## config.mk

```make
export PLATFORM = sky130hd
export DESIGN_NAME = http_response_deframer
export DESIGN_NICKNAME = d
export VERILOG_FILES = /design/src/hdl/hrd_pkg.sv /design/src/hdl/http_response_deframer.sv
export SDC_FILE = /design/constraint.sdc
export NUM_CORES = 1
export LEC_CHECK = 0
export BUFFER_PORTS_ARGS = -buffer_cell sky130_fd_sc_hd__buf_2
export CELL_PAD_IN_SITES_DETAIL_PLACEMENT = 2
export CELL_PAD_IN_SITES_GLOBAL_PLACEMENT = 2
export CORE_MARGIN = 2
export CORE_UTILIZATION = 41
export DETAILED_ROUTE_END_ITERATION = 10
export PLACE_DENSITY_LB_ADDON = 0.08
export RECOVER_POWER = 100
export SLEW_MARGIN = 0
export SYNTH_ARGS = -nofsm -noshare
export SYNTH_HDL_FRONTEND = slang
export SYNTH_SLANG_ARGS = --single-unit
```

## constraint.sdc

```tcl
create_clock -name i_clk -period 8.85 [get_ports i_clk]
set_clock_uncertainty 0.05 [all_clocks]
set_input_delay 0.885 -clock i_clk [delete_from_list [all_inputs] [get_ports i_clk]]
set_output_delay 0.885 -clock i_clk [all_outputs]
set_load 0.02 [all_outputs]
```

## src/hdl/hrd_pkg.sv

```systemverilog
package hrd_pkg;

    localparam logic [2:0] PH_STATUS   = 3'd0;
    localparam logic [2:0] PH_HEADERS  = 3'd1;
    localparam logic [2:0] PH_BODY     = 3'd2;
    localparam logic [2:0] PH_CSIZE    = 3'd3;
    localparam logic [2:0] PH_CBREAK   = 3'd4;
    localparam logic [2:0] PH_FINISHED = 3'd5;
    localparam logic [2:0] PH_REDIRECT = 3'd6;
    localparam logic [2:0] PH_ERROR    = 3'd7;

    localparam logic [1:0] ERR_NONE    = 2'd0;
    localparam logic [1:0] ERR_VERSION = 2'd1;
    localparam logic [1:0] ERR_STATUS  = 2'd2;
    localparam logic [1:0] ERR_ZEROLEN = 2'd3;

    localparam logic [4:0] FL_V10 = 5'b00001;
    localparam logic [4:0] FL_V11 = 5'b00010;
    localparam logic [4:0] FL_LOC = 5'b00100;
    localparam logic [4:0] FL_CL  = 5'b01000;
    localparam logic [4:0] FL_CHK = 5'b10000;

    localparam logic [7:0] CH_LF  = 8'h0A;
    localparam logic [7:0] CH_CR  = 8'h0D;
    localparam logic [7:0] CH_NUL = 8'h00;

    typedef logic [7:0] t_byte;

    function automatic t_byte to_lower(input t_byte c);
        return (c >= 8'h41 && c <= 8'h5A) ? c + 8'd32 : c;
    endfunction

    function automatic logic is_space(input t_byte c);
        return c == 8'h20 || c == 8'h09 || c == 8'h0A || c == 8'h0B || c == 8'h0C || c == 8'h0D;
    endfunction

    function automatic logic is_blank(input t_byte c);
        return c == 8'h20 || c == 8'h09;
    endfunction

    // 99 when the byte is not a hex digit
    function automatic logic [6:0] digit_of(input t_byte c);
        t_byte l;
        l = to_lower(c);
        if (c >= 8'h30 && c <= 8'h39) return 7'(c - 8'h30);
        if (l >= 8'h61 && l <= 8'h66) return 7'(l - 8'h61 + 8'd10);
        return 7'd99;
    endfunction

    function automatic t_byte pat_ver(input logic [3:0] p, input logic v11);
        case (p)
            4'd0: return "H";
            4'd1: return "T";
            4'd2: return "T";
            4'd3: return "P";
            4'd4: return "/";
            4'd5: return "1";
            4'd6: return ".";
            4'd7: return v11 ? "1" : "0";
            default: return 8'h00;
        endcase
    endfunction

    function automatic t_byte pat_loc(input logic [3:0] p);
        case (p)
            4'd0: return "l";
            4'd1: return "o";
            4'd2: return "c";
            4'd3: return "a";
            4'd4: return "t";
            4'd5: return "i";
            4'd6: return "o";
            4'd7: return "n";
            4'd8: return ":";
            4'd9: return " ";
            default: return 8'h00;
        endcase
    endfunction

    function automatic t_byte pat_cl(input logic [3:0] p);
        case (p)
            4'd0:  return "c";
            4'd1:  return "o";
            4'd2:  return "n";
            4'd3:  return "t";
            4'd4:  return "e";
            4'd5:  return "n";
            4'd6:  return "t";
            4'd7:  return "-";
            4'd8:  return "l";
            4'd9:  return "e";
            4'd10: return "n";
            4'd11: return "g";
            4'd12: return "t";
            4'd13: return "h";
            4'd14: return ":";
            default: return 8'h00;
        endcase
    endfunction

    function automatic t_byte pat_chk(input logic [4:0] p);
        case (p)
            5'd0:  return "t";
            5'd1:  return "r";
            5'd2:  return "a";
            5'd3:  return "n";
            5'd4:  return "s";
            5'd5:  return "f";
            5'd6:  return "e";
            5'd7:  return "r";
            5'd8:  return "-";
            5'd9:  return "e";
            5'd10: return "n";
            5'd11: return "c";
            5'd12: return "o";
            5'd13: return "d";
            5'd14: return "i";
            5'd15: return "n";
            5'd16: return "g";
            5'd17: return ":";
            5'd18: return " ";
            5'd19: return "c";
            5'd20: return "h";
            5'd21: return "u";
            5'd22: return "n";
            5'd23: return "k";
            5'd24: return "e";
            5'd25: return "d";
            default: return 8'h00;
        endcase
    endfunction

endpackage

```

## src/hdl/http_response_deframer.sv

```systemverilog
// HTTP/1.0 and HTTP/1.1 response deframer. One item per clock while the output does not stall:
// s_axis_tdata carries a received byte and s_axis_tuser high starts a new response instead. Every
// input item yields one result item in the next cycle, held in the output register; the next item
// is taken in the same cycle the result leaves or while the output register is empty, so the block
// runs at one item per cycle unless m_axis_tready holds it back, with a combinational header match
// and length accumulate. Results carry the body byte (m_axis_tdata bit 0 valid, bits 8:1 byte), the
// phase, error kind and status code; m_axis_tlast marks the byte that ends a known content length.
// i_keep_alive_we writes the keep-alive bit; with it clear the finished phase also raises close.
module http_response_deframer #(
    parameter int MAX_LINE    = 256,
    parameter int LENGTH_BITS = 32
) (
    input  logic        i_clk,
    input  logic        i_rst_n,
    input  logic        i_keep_alive_we,
    input  logic        i_keep_alive,
    input  logic        s_axis_tvalid,
    output logic        s_axis_tready,
    input  logic [7:0]  s_axis_tdata,   // data_byte
    input  logic        s_axis_tuser,   // action
    output logic        m_axis_tvalid,
    input  logic        m_axis_tready,
    // body_valid, body_byte[7:0], phase[2:0], error_kind[1:0], response_code[10:0],
    // close_connection, zero fill
    output logic [31:0] m_axis_tdata,
    output logic        m_axis_tlast    // body_last
);
    import hrd_pkg::*;

    localparam int PW = $clog2(MAX_LINE);
    localparam logic [PW-1:0] POS_MAX = PW'(MAX_LINE - 1);
    localparam logic [LENGTH_BITS-1:0] LEN_MAX = '1;

    logic                   r_keep;
    logic [2:0]             r_phase;
    logic [PW-1:0]          r_pos;
    logic [4:0]             r_flags;
    logic [LENGTH_BITS-1:0] r_acc;
    logic [2:0]             r_nst;
    logic                   r_neg;
    logic [1:0]             r_cnt;
    logic                   r_known;
    logic [LENGTH_BITS-1:0] r_body;
    logic [LENGTH_BITS-1:0] r_chunk;
    logic                   r_chunked;
    logic [10:0]            r_code;
    logic                   r_cr;
    logic [1:0]             r_err;

    logic [2:0]             n_phase;
    logic [PW-1:0]          n_pos;
    logic [4:0]             n_flags;
    logic [LENGTH_BITS-1:0] n_acc;
    logic [2:0]             n_nst;
    logic                   n_neg;
    logic [1:0]             n_cnt;
    logic                   n_known;
    logic [LENGTH_BITS-1:0] n_body;
    logic [LENGTH_BITS-1:0] n_chunk;
    logic                   n_chunked;
    logic [10:0]            n_code;
    logic                   n_cr;
    logic [1:0]             n_err;
    logic                   n_bv;
    logic                   n_last;

    logic                   r_ov;
    logic [31:0]            r_od;
    logic                   r_ol;

    logic accept;
    assign s_axis_tready = !r_ov || m_axis_tready;
    assign accept = s_axis_tvalid && s_axis_tready;

    t_byte                  c;
    t_byte                  cl;
    logic [6:0]             d;
    logic                   lf_end;
    logic [PW-1:0]          eff;
    logic [LENGTH_BITS-1:0] dext;
    logic [LENGTH_BITS-1:0] mul10;
    logic [LENGTH_BITS-1:0] mul16;
    logic [LENGTH_BITS+4:0] wide10;
    logic [LENGTH_BITS+4:0] wide16;
    logic [LENGTH_BITS-1:0] vchunk;
    logic [10:0]            acc11;
    logic [2:0]             st;

    always_comb begin
        c = s_axis_tdata;
        cl = to_lower(c);
        d = digit_of(c);
        dext = LENGTH_BITS'(d[3:0]);
        wide10 = {5'd0, r_acc} * 10 + {5'd0, dext};
        wide16 = {r_acc, 4'd0} + {5'd0, dext};
        mul10 = (wide10 > {5'd0, LEN_MAX}) ? LEN_MAX : wide10[LENGTH_BITS-1:0];
        mul16 = (wide16 > {5'd0, LEN_MAX}) ? LEN_MAX : wide16[LENGTH_BITS-1:0];
        lf_end = c == CH_LF;
        eff = (lf_end && r_cr && r_pos != '0) ? r_pos - 1'b1 : r_pos;
        vchunk = r_neg ? (LENGTH_BITS'(0) - r_acc) : r_acc;
        acc11 = r_acc[10:0];

        n_phase = r_phase;   n_pos = r_pos;     n_flags = r_flags;
        n_acc = r_acc;       n_nst = r_nst;     n_neg = r_neg;
        n_cnt = r_cnt;       n_known = r_known; n_body = r_body;
        n_chunk = r_chunk;   n_chunked = r_chunked;
        n_code = r_code;     n_cr = r_cr;       n_err = r_err;
        n_bv = 1'b0;         n_last = 1'b0;
        st = r_nst;

        if (s_axis_tuser) begin
            n_phase = PH_STATUS; n_pos = '0; n_flags = '1; n_acc = '0; n_nst = '0;
            n_neg = 1'b0; n_cnt = '0; n_cr = 1'b0; n_known = 1'b0; n_body = '0;
            n_chunk = '0; n_chunked = 1'b0; n_code = '0; n_err = ERR_NONE;
        end else if (r_phase == PH_BODY) begin
            n_bv = 1'b1;
            if (r_known && r_body != '0) begin
                n_body = r_body - 1'b1;
                if (r_body == LENGTH_BITS'(1)) begin
                    n_last = 1'b1;
                    n_phase = PH_FINISHED;
                end
            end
            if (n_phase == PH_BODY && r_chunked && r_chunk != '0) begin
                n_chunk = r_chunk - 1'b1;
                if (r_chunk == LENGTH_BITS'(1)) n_phase = PH_CBREAK;
            end
        end else if (r_phase <= PH_CBREAK) begin
            if (c == CH_LF || c == CH_NUL) begin
                case (r_phase)
                    PH_STATUS: begin
                        if (r_pos < PW'(8) || (r_flags & (FL_V10 | FL_V11)) == '0) begin
                            n_phase = PH_ERROR; n_err = ERR_VERSION;
                        end else if (r_nst == 3'd4 || r_nst == 3'd5) begin
                            n_code = r_neg ? 11'(-acc11) : acc11;
                            n_phase = PH_HEADERS; n_known = 1'b0; n_body = '0;
                            n_chunked = 1'b0;
                        end else begin
                            n_phase = PH_ERROR; n_err = ERR_STATUS;
                        end
                    end
                    PH_HEADERS: begin
                        if (eff == '0) begin
                            if (r_known && r_body == '0) begin
                                n_phase = PH_ERROR; n_err = ERR_ZEROLEN;
                            end else begin
                                n_phase = r_chunked ? PH_CSIZE : PH_BODY;
                            end
                        end else if ((r_flags & FL_LOC) != '0 && eff >= PW'(10)) begin
                            if (r_code == 11'd301 || r_code == 11'd302 || r_code == 11'd307
                                || r_code == 11'd308) n_phase = PH_REDIRECT;
                        end else if ((r_flags & FL_CL) != '0 && eff >= PW'(15)) begin
                            if (r_neg && r_acc != '0) begin
                                n_known = 1'b0; n_body = '0;
                            end else begin
                                n_known = 1'b1; n_body = r_acc;
                            end
                        end else if ((r_flags & FL_CHK) != '0 && eff == PW'(26)) begin
                            n_chunked = 1'b1;
                        end
                    end
                    PH_CSIZE: begin
                        if (vchunk != '0) begin
                            n_chunk = vchunk; n_phase = PH_BODY;
                        end else begin
                            n_phase = PH_FINISHED;
                        end
                    end
                    PH_CBREAK: n_phase = PH_CSIZE;
                    default: n_phase = r_phase;
                endcase
                n_pos = '0; n_flags = '1; n_acc = '0; n_nst = '0; n_neg = 1'b0;
                n_cnt = '0; n_cr = 1'b0;
            end else begin
                if (r_pos < POS_MAX) begin
                    n_pos = r_pos + 1'b1;
                    if (r_phase == PH_STATUS) begin
                        if (r_pos < PW'(8)) begin
                            if (c != pat_ver(r_pos[3:0], 1'b0)) n_flags = n_flags & ~FL_V10;
                            if (c != pat_ver(r_pos[3:0], 1'b1)) n_flags = n_flags & ~FL_V11;
                        end else begin
                            // status code: blank, more blanks, sign, up to three characters
                            if (st == 3'd1 && !is_blank(c)) st = 3'd2;
                            case (st)
                                3'd0: n_nst = is_blank(c) ? 3'd1 : 3'd6;
                                3'd1: n_nst = 3'd1;
                                3'd2: begin
                                    n_nst = 3'd2;
                                    if (is_space(c)) n_nst = 3'd2;
                                    else if (c == "+" || c == "-") begin
                                        n_neg = c == "-"; n_cnt = 2'd1; n_nst = 3'd3;
                                    end else if (d < 7'd10) begin
                                        n_acc = dext; n_cnt = 2'd1; n_nst = 3'd4;
                                    end else n_nst = 3'd6;
                                end
                                3'd3: begin
                                    if (d < 7'd10) begin
                                        n_acc = dext; n_cnt = 2'd2; n_nst = 3'd4;
                                    end else n_nst = 3'd6;
                                end
                                3'd4: begin
                                    if (d < 7'd10) begin
                                        n_acc = LENGTH_BITS'(r_acc[9:0] * 10) + dext;
                                        n_cnt = r_cnt + 1'b1;
                                        if (r_cnt == 2'd2) n_nst = 3'd5;
                                    end else n_nst = 3'd5;
                                end
                                default: n_nst = r_nst;
                            endcase
                        end
                    end else if (r_phase == PH_HEADERS || r_phase == PH_CSIZE) begin
                        if (r_phase == PH_HEADERS) begin
                            if (r_pos < PW'(10) && cl != pat_loc(r_pos[3:0]))
                                n_flags = n_flags & ~FL_LOC;
                            if (r_pos < PW'(15) && cl != pat_cl(r_pos[3:0]))
                                n_flags = n_flags & ~FL_CL;
                            if (r_pos < PW'(26) && cl != pat_chk(r_pos[4:0]))
                                n_flags = n_flags & ~FL_CHK;
                        end
                        if ((r_phase == PH_CSIZE)
                            || (r_pos >= PW'(15) && (r_flags & FL_CL) != '0)) begin
                            if (st == 3'd0 && !is_space(c)) begin
                                if (c == "+" || c == "-") begin
                                    n_neg = c == "-"; n_nst = 3'd1;
                                end else st = 3'd1;
                            end
                            if (st == 3'd1) begin
                                if (d < ((r_phase == PH_CSIZE) ? 7'd16 : 7'd10)) begin
                                    n_acc = dext;
                                    n_nst = (r_phase == PH_CSIZE && d == 7'd0) ? 3'd2 : 3'd3;
                                end else n_nst = 3'd4;
                            end else if (st == 3'd2 && (c == "x" || c == "X")) begin
                                n_nst = 3'd3;
                            end else if (st == 3'd2 || st == 3'd3) begin
                                if (d < ((r_phase == PH_CSIZE) ? 7'd16 : 7'd10)) begin
                                    n_acc = (r_phase == PH_CSIZE) ? mul16 : mul10;
                                    n_nst = 3'd3;
                                end else n_nst = 3'd4;
                            end
                        end
                    end
                end
                n_cr = c == CH_CR;
            end
        end
    end

    always_ff @(posedge i_clk) begin
        if (!i_rst_n) begin
            r_keep <= 1'b0;
            r_phase <= PH_STATUS; r_pos <= '0; r_flags <= '1; r_acc <= '0; r_nst <= '0;
            r_neg <= 1'b0; r_cnt <= '0; r_known <= 1'b0; r_body <= '0; r_chunk <= '0;
            r_chunked <= 1'b0; r_code <= '0; r_cr <= 1'b0; r_err <= ERR_NONE;
            r_ov <= 1'b0;
        end else begin
            if (i_keep_alive_we) r_keep <= i_keep_alive;
            if (accept) begin
                r_phase <= n_phase; r_pos <= n_pos; r_flags <= n_flags; r_acc <= n_acc;
                r_nst <= n_nst; r_neg <= n_neg; r_cnt <= n_cnt; r_known <= n_known;
                r_body <= n_body; r_chunk <= n_chunk; r_chunked <= n_chunked;
                r_code <= n_code; r_cr <= n_cr; r_err <= n_err;
                r_ov <= 1'b1;
            end else if (m_axis_tready) begin
                r_ov <= 1'b0;
            end
        end
    end

    // close uses keep_alive held at accept; config changes only while idle is up to the user
    always_ff @(posedge i_clk) begin
        if (accept) begin
            r_od <= {6'd0,
                     n_phase == PH_FINISHED && !r_keep,
                     n_code,
                     (n_phase == PH_ERROR) ? n_err : ERR_NONE,
                     n_phase,
                     n_bv ? c : 8'h00,
                     n_bv};
            r_ol <= n_last;
        end
    end

    assign m_axis_tvalid = r_ov;
    assign m_axis_tdata  = r_od;
    assign m_axis_tlast  = r_ol;

endmodule

```

Word level (Yosys, flattened, before mapping)

Memories as Yosys holds them, arrays and structs flattened. A register that Yosys moved wholly into a read port is not among the register bits.
Index checks and enable logic that the tools add are counted.

Register bits: 163
Latch bits: 0
RAM bits: 0
ROM bits: 560
Bits of input ports: 15
Output and inout port bits: 35
Word-level logic and storage cells: 479
Memories: 5

Add/sub/neg operators: 14
Multipliers: 2
Div/mod/pow operators: 0
Order comparisons: 19
Equal/unequal tests: 72
Shift operators: 0
Muxes and demuxes: 254
Bitwise logic cells: 2
Reductions and logical operators: 90

Memories:

| name            | depth | width | rd ports | clocked after Yosys merged registers in | write ports | line           | text |
|---|---|---|---|---|---|---|---|
| (no name shown) | 32    | 7     | 1        | 1                                       | 0           | hrd_pkg.sv:102 | `case (p)` |
| (no name shown) | 16    | 7     | 1        | 1                                       | 0           | hrd_pkg.sv:65  | `case (p)` |
| (no name shown) | 16    | 7     | 1        | 1                                       | 0           | hrd_pkg.sv:81  | `case (p)` |
| (no name shown) | 8     | 7     | 1        | 1                                       | 0           | hrd_pkg.sv:51  | `case (p)` |
| (no name shown) | 8     | 7     | 1        | 1                                       | 0           | hrd_pkg.sv:51  |  |

Operator list:

| cell                                                                   | number |
|---|---|
| 32-bit two-way mux                                                     | 40 |
| 8-bit two-way mux                                                      | 47 |
| 3-bit two-way mux                                                      | 61 |
| 32-bit nonzero test                                                    | 4 |
| 32-bit one-hot mux with 3 select lines                                 | 1 |
| 11-bit two-way mux                                                     | 8 |
| 36-bit by 4-bit adder with 37-bit output                               | 2 |
| 37-bit by 32-bit > comparator with 1-bit output, second input constant | 2 |
| 5-bit two-way mux                                                      | 13 |
| 32-bit by 1-bit == test with 1-bit output, second input constant       | 2 |
| 32-bit one-hot mux with 2 select lines                                 | 1 |
| 32-bit by 1-bit subtractor with 32-bit output, second input constant   | 2 |
| 1-bit two-way mux                                                      | 46 |
| 11-bit by 9-bit == test with 1-bit output, second input constant       | 4 |
| 2-bit two-way mux                                                      | 22 |
| 8-bit by 4-bit == test with 1-bit output, second input constant        | 5 |
| 4-bit inequality test, second input constant                           | 10 |
| 8-bit inequality test                                                  | 5 |
| 32-bit by 3-bit multiplier with 35-bit output, second input constant   | 1 |
| 11-bit AND reduction                                                   | 3 |
| 32-bit zero test                                                       | 1 |
| 1-bit by 32-bit subtractor with 32-bit output, first input constant    | 1 |
| 10-bit AND reduction                                                   | 3 |
| 7-bit two-way mux                                                      | 4 |
| 63 further kinds                                                       | 165 |

Longest topological paths before layout

Gate-level depths: netlist of run 1.

Word-level depth: 30
Depth in mapped cells: 25
Gate-level depth less buffers: 22

Least setup slack after synthesis of run 1

No wires, ideal clock.

Path type: in2reg
Start point: in s_axis_tdata[1]
End point: reg r_acc[5]
Setup time: 0.125 ns
Arrival time: 5.646 ns
Required time: 8.675 ns
Setup slack: 3.029 ns
Stages: 23
Path buffers: 3
Cells stage by stage: buf_2 -> inv_1 -> ha_1 -> nand2b_1 -> nand4b_1 -> a41oi_1 -> nor2b_1 -> a2bb2oi_1 -> inv_1 -> fa_1 -> inv_1 -> a21o_1 -> nand2_1 -> nor4b_1 -> and3_1 -> nor4b_2 -> and4_1 -> clkbuf_1 -> nand4_1 -> mux2i_1 -> buf_2 -> o311ai_0 -> nand2_1

Cells in the longest elaborated chain, start to end: 27
Elaborated cells between the ends (all ways): 110
Those cells by class: 7 x add/sub; 10 x order compare; 22 x eq/ne; 47 x mux; 24 x reduce/logical

RTL lines:

| item                                                                              | line                          | text |
|---|---|---|
| start: declaration                                                                | http_response_deframer.sv:19  | `input logic [7:0] s_axis_tdata,` |
| branches (longest 27 deep; another with 36-bit by 4-bit adder with 37-bit output) | n/a                           |  |
| end signal: assignment                                                            | http_response_deframer.sv:258 | `r_phase <= n_phase; r_pos <= n_pos; r_flags <= n_flags; r_acc <= n_acc;` |
| end: declaration                                                                  | http_response_deframer.sv:38  | `logic [LENGTH_BITS-1:0] r_acc;` |

Several ways; the timed one is not identified. The select of a mux whose other input is x is not followed.
A chain may end at the register's enable or synchronous reset.

Worst setup path in the final report of run 1

Start point: reg r_acc[12]
End point: reg r_chunk[2]

Cells in the longest elaborated chain, start to end: 5

RTL lines:

| item                                          | line                          | text |
|---|---|---|
| 1-bit by 32-bit subtractor with 32-bit output | http_response_deframer.sv:100 | `vchunk = r_neg ? (LENGTH_BITS'(0) - r_acc) : r_acc;` |
| 32-bit two-way mux *                          | http_response_deframer.sv:100 |  |
| 32-bit nonzero test *                         | http_response_deframer.sv:163 | `if (vchunk != '0) begin` |
| 3-bit nonzero test (no line) *                | n/a                           |  |
| 6-bit AND reduction (no line) *               | n/a                           |  |
| end signal: assignment                        | http_response_deframer.sv:260 | `r_body <= n_body; r_chunk <= n_chunk; r_chunked <= n_chunked;` |
| end: declaration                              | http_response_deframer.sv:44  | `logic [LENGTH_BITS-1:0] r_chunk;` |

Every way passes the cells marked *; elsewhere a longest branch is shown, timed or not.

==> impl_metrics.env, run 1 <==
export IMPL_slowest_delay_ns=1.66
export IMPL_failed_checks="max-capacitance violations, max-slew violations"
export IMPL_end_kind="register"
export IMPL_rsz0062_at_grt="false"
export IMPL_synth_simple_area_share_pct=26.6
export IMPL_grt_pass1_vias=18500
export IMPL_cts_buffer_depth=2
export IMPL_antenna_found_initial=1
export IMPL_hold_path_class="reg2reg"
export IMPL_path_cells="or4_1 > nor4_1 > nand4_1 > o31ai_1 > mux2_2 > o32ai_1 > and4_1 > nor3_4 > o21bai_4 > clkbuf_1 > or2_2 > o21ai_0"
export IMPL_wl_um=66200
export IMPL_tightestPinTransition_ns=2.98
export IMPL_post_cts_setup_buffers=0
export IMPL_drt_first_pass_iters=5
export IMPL_final_min_clock_period_ns=7.62
export IMPL_die_w_um=205
export IMPL_synth_most_common_cell="nand2_1"
export IMPL_yosysTopAreaCell="dfxtp_1"
export IMPL_hp_start="r_flags[1]"
export IMPL_reg2reg_to="r_chunk[2]"
export IMPL_wl_per_cell_um=24.6
export IMPL_die_area_sq_um=42200
export IMPL_status="finished, violations left"
export IMPL_power_leakage_nw=6.92
export IMPL_setup_violations=0
export IMPL_hold_end="r_flags[1]"
export IMPL_area_growth_syn_to_layout_pct=5.72
export IMPL_h_tree_depth=4
export IMPL_ys_ff_latch=195
export IMPL_grtUsageTotal_pct=31.8
export IMPL_grt_ovfl_total=0
export IMPL_powerDensity_nw_per_um2=132
export IMPL_cts_tree="yes"
export IMPL_synthMuxAreaShare_pct=1.89
export IMPL_placementRows=73
export IMPL_ir_drop_mv=0.159
export IMPL_synth_edf_count=27
export IMPL_r2r_cells=12
export IMPL_placed_cells=2658
export IMPL_cts_resized=0
export IMPL_cts_buffers=17
export IMPL_async_flop_share_pct=0
export IMPL_fin_ws_ns=1.23
export IMPL_cp_data_required_time_ns=9.17
export IMPL_start_kind="register"
export IMPL_core_area_sq_um=39900
export IMPL_fin_nets=2262
export IMPL_viasPerCell=6.40
export IMPL_synth_seq_area_share_pct=25.1
export IMPL_syn_area_per_cell_sq_um=7.49
export IMPL_pin_count=50
export IMPL_fin_cells=2690
export IMPL_drc_errors=0
export IMPL_drt_iter0_markers=1057
export IMPL_ys_warn_count=0
export IMPL_synth_xor_area_share_pct=7.74
export IMPL_grt_pass1_wl_um=105000
export IMPL_cts_sinks=195
export IMPL_placed_cell_area_sq_um=17000
export IMPL_globalplace_congestion=0.876
export IMPL_cap_violations=9
export IMPL_r2r_start="r_acc[12]"
export IMPL_slew_headroom_pct=-98.6
export IMPL_floorplan_initialDensity_pct=41.7
export IMPL_synthAdderAreaFrac_pct=7.35
export IMPL_hold_violations=0
export IMPL_grt_max_degree=69
export IMPL_clock_latency_ns=0.50
export IMPL_num_antenna_cells=0
export IMPL_stdcell_area_sq_um=17600
export IMPL_synth_area_sq_um=16600
export IMPL_synth_top_cells_by_count="nand2_1, nor2_1, dfxtp_1, a21oi_1, o21ai_0"
export IMPL_cpMaxStageDelayCell="clkbuf_1"
export IMPL_power_mw=2.33
export IMPL_synth_top_family_by_area="simple AND/OR/NAND/NOR gates"
export IMPL_hold_depth=2
export IMPL_crit_arrival_ns=7.93
export IMPL_holdWs_ns=0.424
export IMPL_clk_pin_slew_ns=0.07
export IMPL_path_max_fanout=48
export IMPL_vias=17200
export IMPL_fmax_mhz=131
export IMPL_final_core_util_pct=44.1
export IMPL_syn_inst=2222
export IMPL_drive_above_1_share_pct=5.40
export IMPL_ys_flop_type="dfxtp_1"
export IMPL_synth_top_area_share_pct=20.2
export IMPL_cts_root_buf="clkbuf_16"
export IMPL_hold_buffers=0
export IMPL_synth_compound_area_share_pct=25.2
export IMPL_fin_crit_sh_pct=86.1
export IMPL_antenna_left=0
export IMPL_r2r_setup_slack_ns=1.23
export IMPL_fin_tns_setup_ns=0
export IMPL_synth_cell_types=105
export IMPL_worstSetupPathType="reg2reg"
export IMPL_pre_cts_ws_ns=1.64
export IMPL_die_h_um=205
export IMPL_final_max_slew_viol_count=335
export IMPL_hpwlAfterDp_um=48000
export IMPL_port_buffers=43
export IMPL_synthTopCellsByArea="dfxtp_1, ha_1, nand2_1"
[worst max-delay path: cells and delay by family, from the launching register on]
kind	cells	cell delay (ns)
AND/OR/NAND/NOR	6	3.69
flip-flops	1	0.53
buffers and inverters	1	1.66
multiplexers	1	0.41
AO/OA/AOI/OAI	4	1.11
[cell usage in the layout, fill, tap and decap left out, types with 28 or more instances in the layout]
cell type	synthesis	routed
xnor2_1	80	80
nor3_1	83	82
clkbuf_1	115	41
nor2b_1	37	37
xor2_1	67	67
or3_1	28	28
ha_1	93	93
nand2_1	246	247
a21o_1	29	29
nand3_1	74	74
nand4_1	35	35
inv_1	65	65
o21ai_0	126	157
nor4_1	34	35
a21oi_1	126	127
dfxtp_1	168	168
nor2_1	219	219
a21boi_0	19	29
o31ai_1	35	36
[how the worst max path moves through the flow]
stage | from | end | cells past startpoint
final | r_acc[12] | r_chunk[2] | 12
after floorplan | s_axis_tdata[1] | r_acc[5] | 23
after global placement | s_axis_tdata[1] | r_acc[2] | 20
after detailed placement | s_axis_tdata[1] | r_acc[2] | 20
after global routing | r_acc[12] | r_chunk[14] | 12
after CTS | s_axis_tdata[0] | r_acc[2] | 20
[kinds of logic after synthesis]
logic type,after synthesis
adders and majority gates,97
other,1
buffers and inverters,236
and+or+nand+nor,892
xor gates and xnor gates,147
muxes,30
AOI/OAI and AO/OA,624
DFF,195
[layer usage]
layer | track usage [%] | vias up | routed length (um)
met2 | 53.1 | 378 | 31600
met4 | 11.7 | 0 | 1980
li1 | - | 7945 | -
met5 | 0 | - | 0
met3 | 4.89 | 107 | 2720
met1 | 41.2 | 8773 | 29900
[area by class of cell]
class	count	area [sq um]
flip-flops and latches	195	4170
fillers	4711	22300
well taps	525	657
multi-input cells	1796	11400
clock buffers	20	468
inverters	68	255
clock inverters	12	224
repair buffers	74	378
[power by group]
group          switching [mW]  internal (mW)
sequential             0.0268          0.922
clock                   0.393          0.554
combinational           0.299          0.137
total                   0.719           1.61
Power figures use the tool's default switching activity.
==> run 2: changes to the inputs <==
--- a/config.mk
+++ b/config.mk
@@ -11,7 +11,7 @@
 export CORE_MARGIN = 2
 export CORE_UTILIZATION = 41
 export DETAILED_ROUTE_END_ITERATION = 10
-export PLACE_DENSITY_LB_ADDON = 0.08
+export PLACE_DENSITY_LB_ADDON = 0.12
 export RECOVER_POWER = 100
 export SLEW_MARGIN = 0
 export SYNTH_ARGS = -nofsm -noshare
==> impl_metrics.env, run 2 (same netlist as run 1, synthesis figures left out) <==
export IMPL_die_h_um=205
export IMPL_final_min_clock_period_ns=7.29
export IMPL_h_tree_depth=4
export IMPL_hold_path_class="reg2reg"
export IMPL_cts_sinks=195
export IMPL_area_growth_syn_to_layout_pct=5.03
export IMPL_core_area_sq_um=39900
export IMPL_r2r_start="m_axis_tvalid"
export IMPL_wl_met3_um=2600
export IMPL_viasPerCell=6.38
export IMPL_r2r_cells=16
export IMPL_cts_buffers=17
export IMPL_num_antenna_cells=0
export IMPL_path_max_fanout=41
export IMPL_placementRows=73
export IMPL_rsz0062_at_grt="false"
export IMPL_cts_root_buf="clkbuf_16"
export IMPL_fin_ws_ns=1.56
export IMPL_ir_drop_mv=0.127
export IMPL_placed_cell_area_sq_um=17000
export IMPL_routed_top_layer="met4"
export IMPL_failed_checks="max-capacitance violations, max-slew violations"
export IMPL_cp_startpoint="m_axis_tready"
export IMPL_die_w_um=205
export IMPL_antenna_found_initial=0
export IMPL_clock_latency_ns=0.50
export IMPL_post_cts_setup_buffers=0
export IMPL_powerDensity_nw_per_um2=125
export IMPL_pin_count=50
export IMPL_floorplan_initialDensity_pct=41.7
export IMPL_placed_cells=2660
export IMPL_drt_met1_wl_um=30100
export IMPL_cts_tree="yes"
export IMPL_cts_buffer_depth=2
export IMPL_die_area_sq_um=42200
export IMPL_fmax_mhz=137
export IMPL_start_kind="primary input"
export IMPL_power_leakage_nw=6.84
export IMPL_grt_max_degree=87
export IMPL_drt_iter0_markers=1147
export IMPL_drive_above_1_share_pct=5.49
export IMPL_port_buffers=43
export IMPL_clk_pin_slew_ns=0.08
export IMPL_globalplace_congestion=0.910
export IMPL_wl_per_cell_um=24.5
export IMPL_fin_crit_sh_pct=82.4
export IMPL_grtUsageTotal_pct=31.5
export IMPL_hold_violations=0
export IMPL_grt_ovfl_total=0
export IMPL_hpwlAfterDp_um=47900
export IMPL_wl_um=65900
export IMPL_grt_pass1_vias=18100
export IMPL_drc_errors=0
export IMPL_cp_data_required_time_ns=9.15
export IMPL_hold_buffers=0
export IMPL_stdcell_area_sq_um=17500
export IMPL_status="finished, violations left"
export IMPL_crit_arrival_ns=7.59
export IMPL_fin_nets=2264
export IMPL_fin_cells=2692
export IMPL_final_common_cell="nand2_1"
export IMPL_drt_first_pass_iters=5
export IMPL_cap_violations=7
export IMPL_pre_cts_ws_ns=1.63
export IMPL_final_max_slew_viol_count=295
export IMPL_cts_resized=0
export IMPL_end_kind="register"
export IMPL_power_mw=2.18
export IMPL_r2r_setup_slack_ns=1.73
export IMPL_worstSetupPathType="in2reg"
export IMPL_setup_violations=0
export IMPL_slew_headroom_pct=-160
export IMPL_antenna_left=0
export IMPL_layout_common_cells="nand2_1, nor2_1, dfxtp_1"
export IMPL_tightestPinTransition_ns=3.91
export IMPL_fin_tns_setup_ns=0
export IMPL_dr_wl_met2_um=31800
export IMPL_grt_pass1_wl_um=105000
export IMPL_vias=17200
==> run 2: changes by cell type in the layout (fill, tap and decap cells not counted), sizes merged <==
cell and delta:
bufinv -5, clkinv +5, inv +4, buf +3, clkinvlp -1, clkbuf -4
==> run 2: worst min-delay path by stage <==
stage | from | endpoint | cells after the start
floorplan | r_flags[1] | r_flags[1] | 2
global placement | r_flags[1] | r_flags[1] | 2
detailed placement | r_flags[1] | r_flags[1] | 2
CTS | r_flags[1] | r_flags[1] | 2
global route | r_flags[1] | r_flags[1] | 2
finish | r_flags[1] | r_flags[1] | 2
==> run 2: critical path, cell delays in order <==
cell	delay [ns]
buf_2	0.07
nand2b_1	0.13
nand2_1	0.06
clkbuf_1	0.47
inv_1	0.18
clkbuf_1	1.78
o21ai_0	1.16
nor3_1	0.58
a22oi_1	0.11
clkbuf_1	0.25
nor2b_1	0.33
inv_1	0.26
ha_1	0.59
nand2_1	0.19
and3_1	0.21
a211oi_1	0.22
a21oi_1	0.07
==> run 2: per-stage QoR <==
stage                     hold WS [ns]  util, %
final                            0.430     43.8
after global routing             0.445     43.8
after CTS                        0.425     44.2
after detailed placement         0.411     42.7
after global placement           0.396     42.7
after floorplan                  0.386        -
==> run 2: cell type report <==
type | instances | area, sq um
Fill cell | 4701 | 22400
Multi-Input combinational cell | 1796 | 11400
Sequential cell | 195 | 4170
Tap cell | 525 | 657
Clock buffer | 17 | 425
Timing Repair Buffer | 76 | 394
Inverter | 68 | 255
Clock inverter | 15 | 150
==> run 2: layer usage <==
metal	vias to the layer above	track usage (%)
li1	7957	-
met1	8747	41.5
met2	366	53.7
met3	95	4.10
met4	0	9.40
met5	-	0
==> run 2: power by group <==
| group | switching (mW) | internal, mW |
|---|---|---|
| registers | 0.0265 | 0.922 |
| clock network | 0.409 | 0.394 |
| logic | 0.293 | 0.137 |
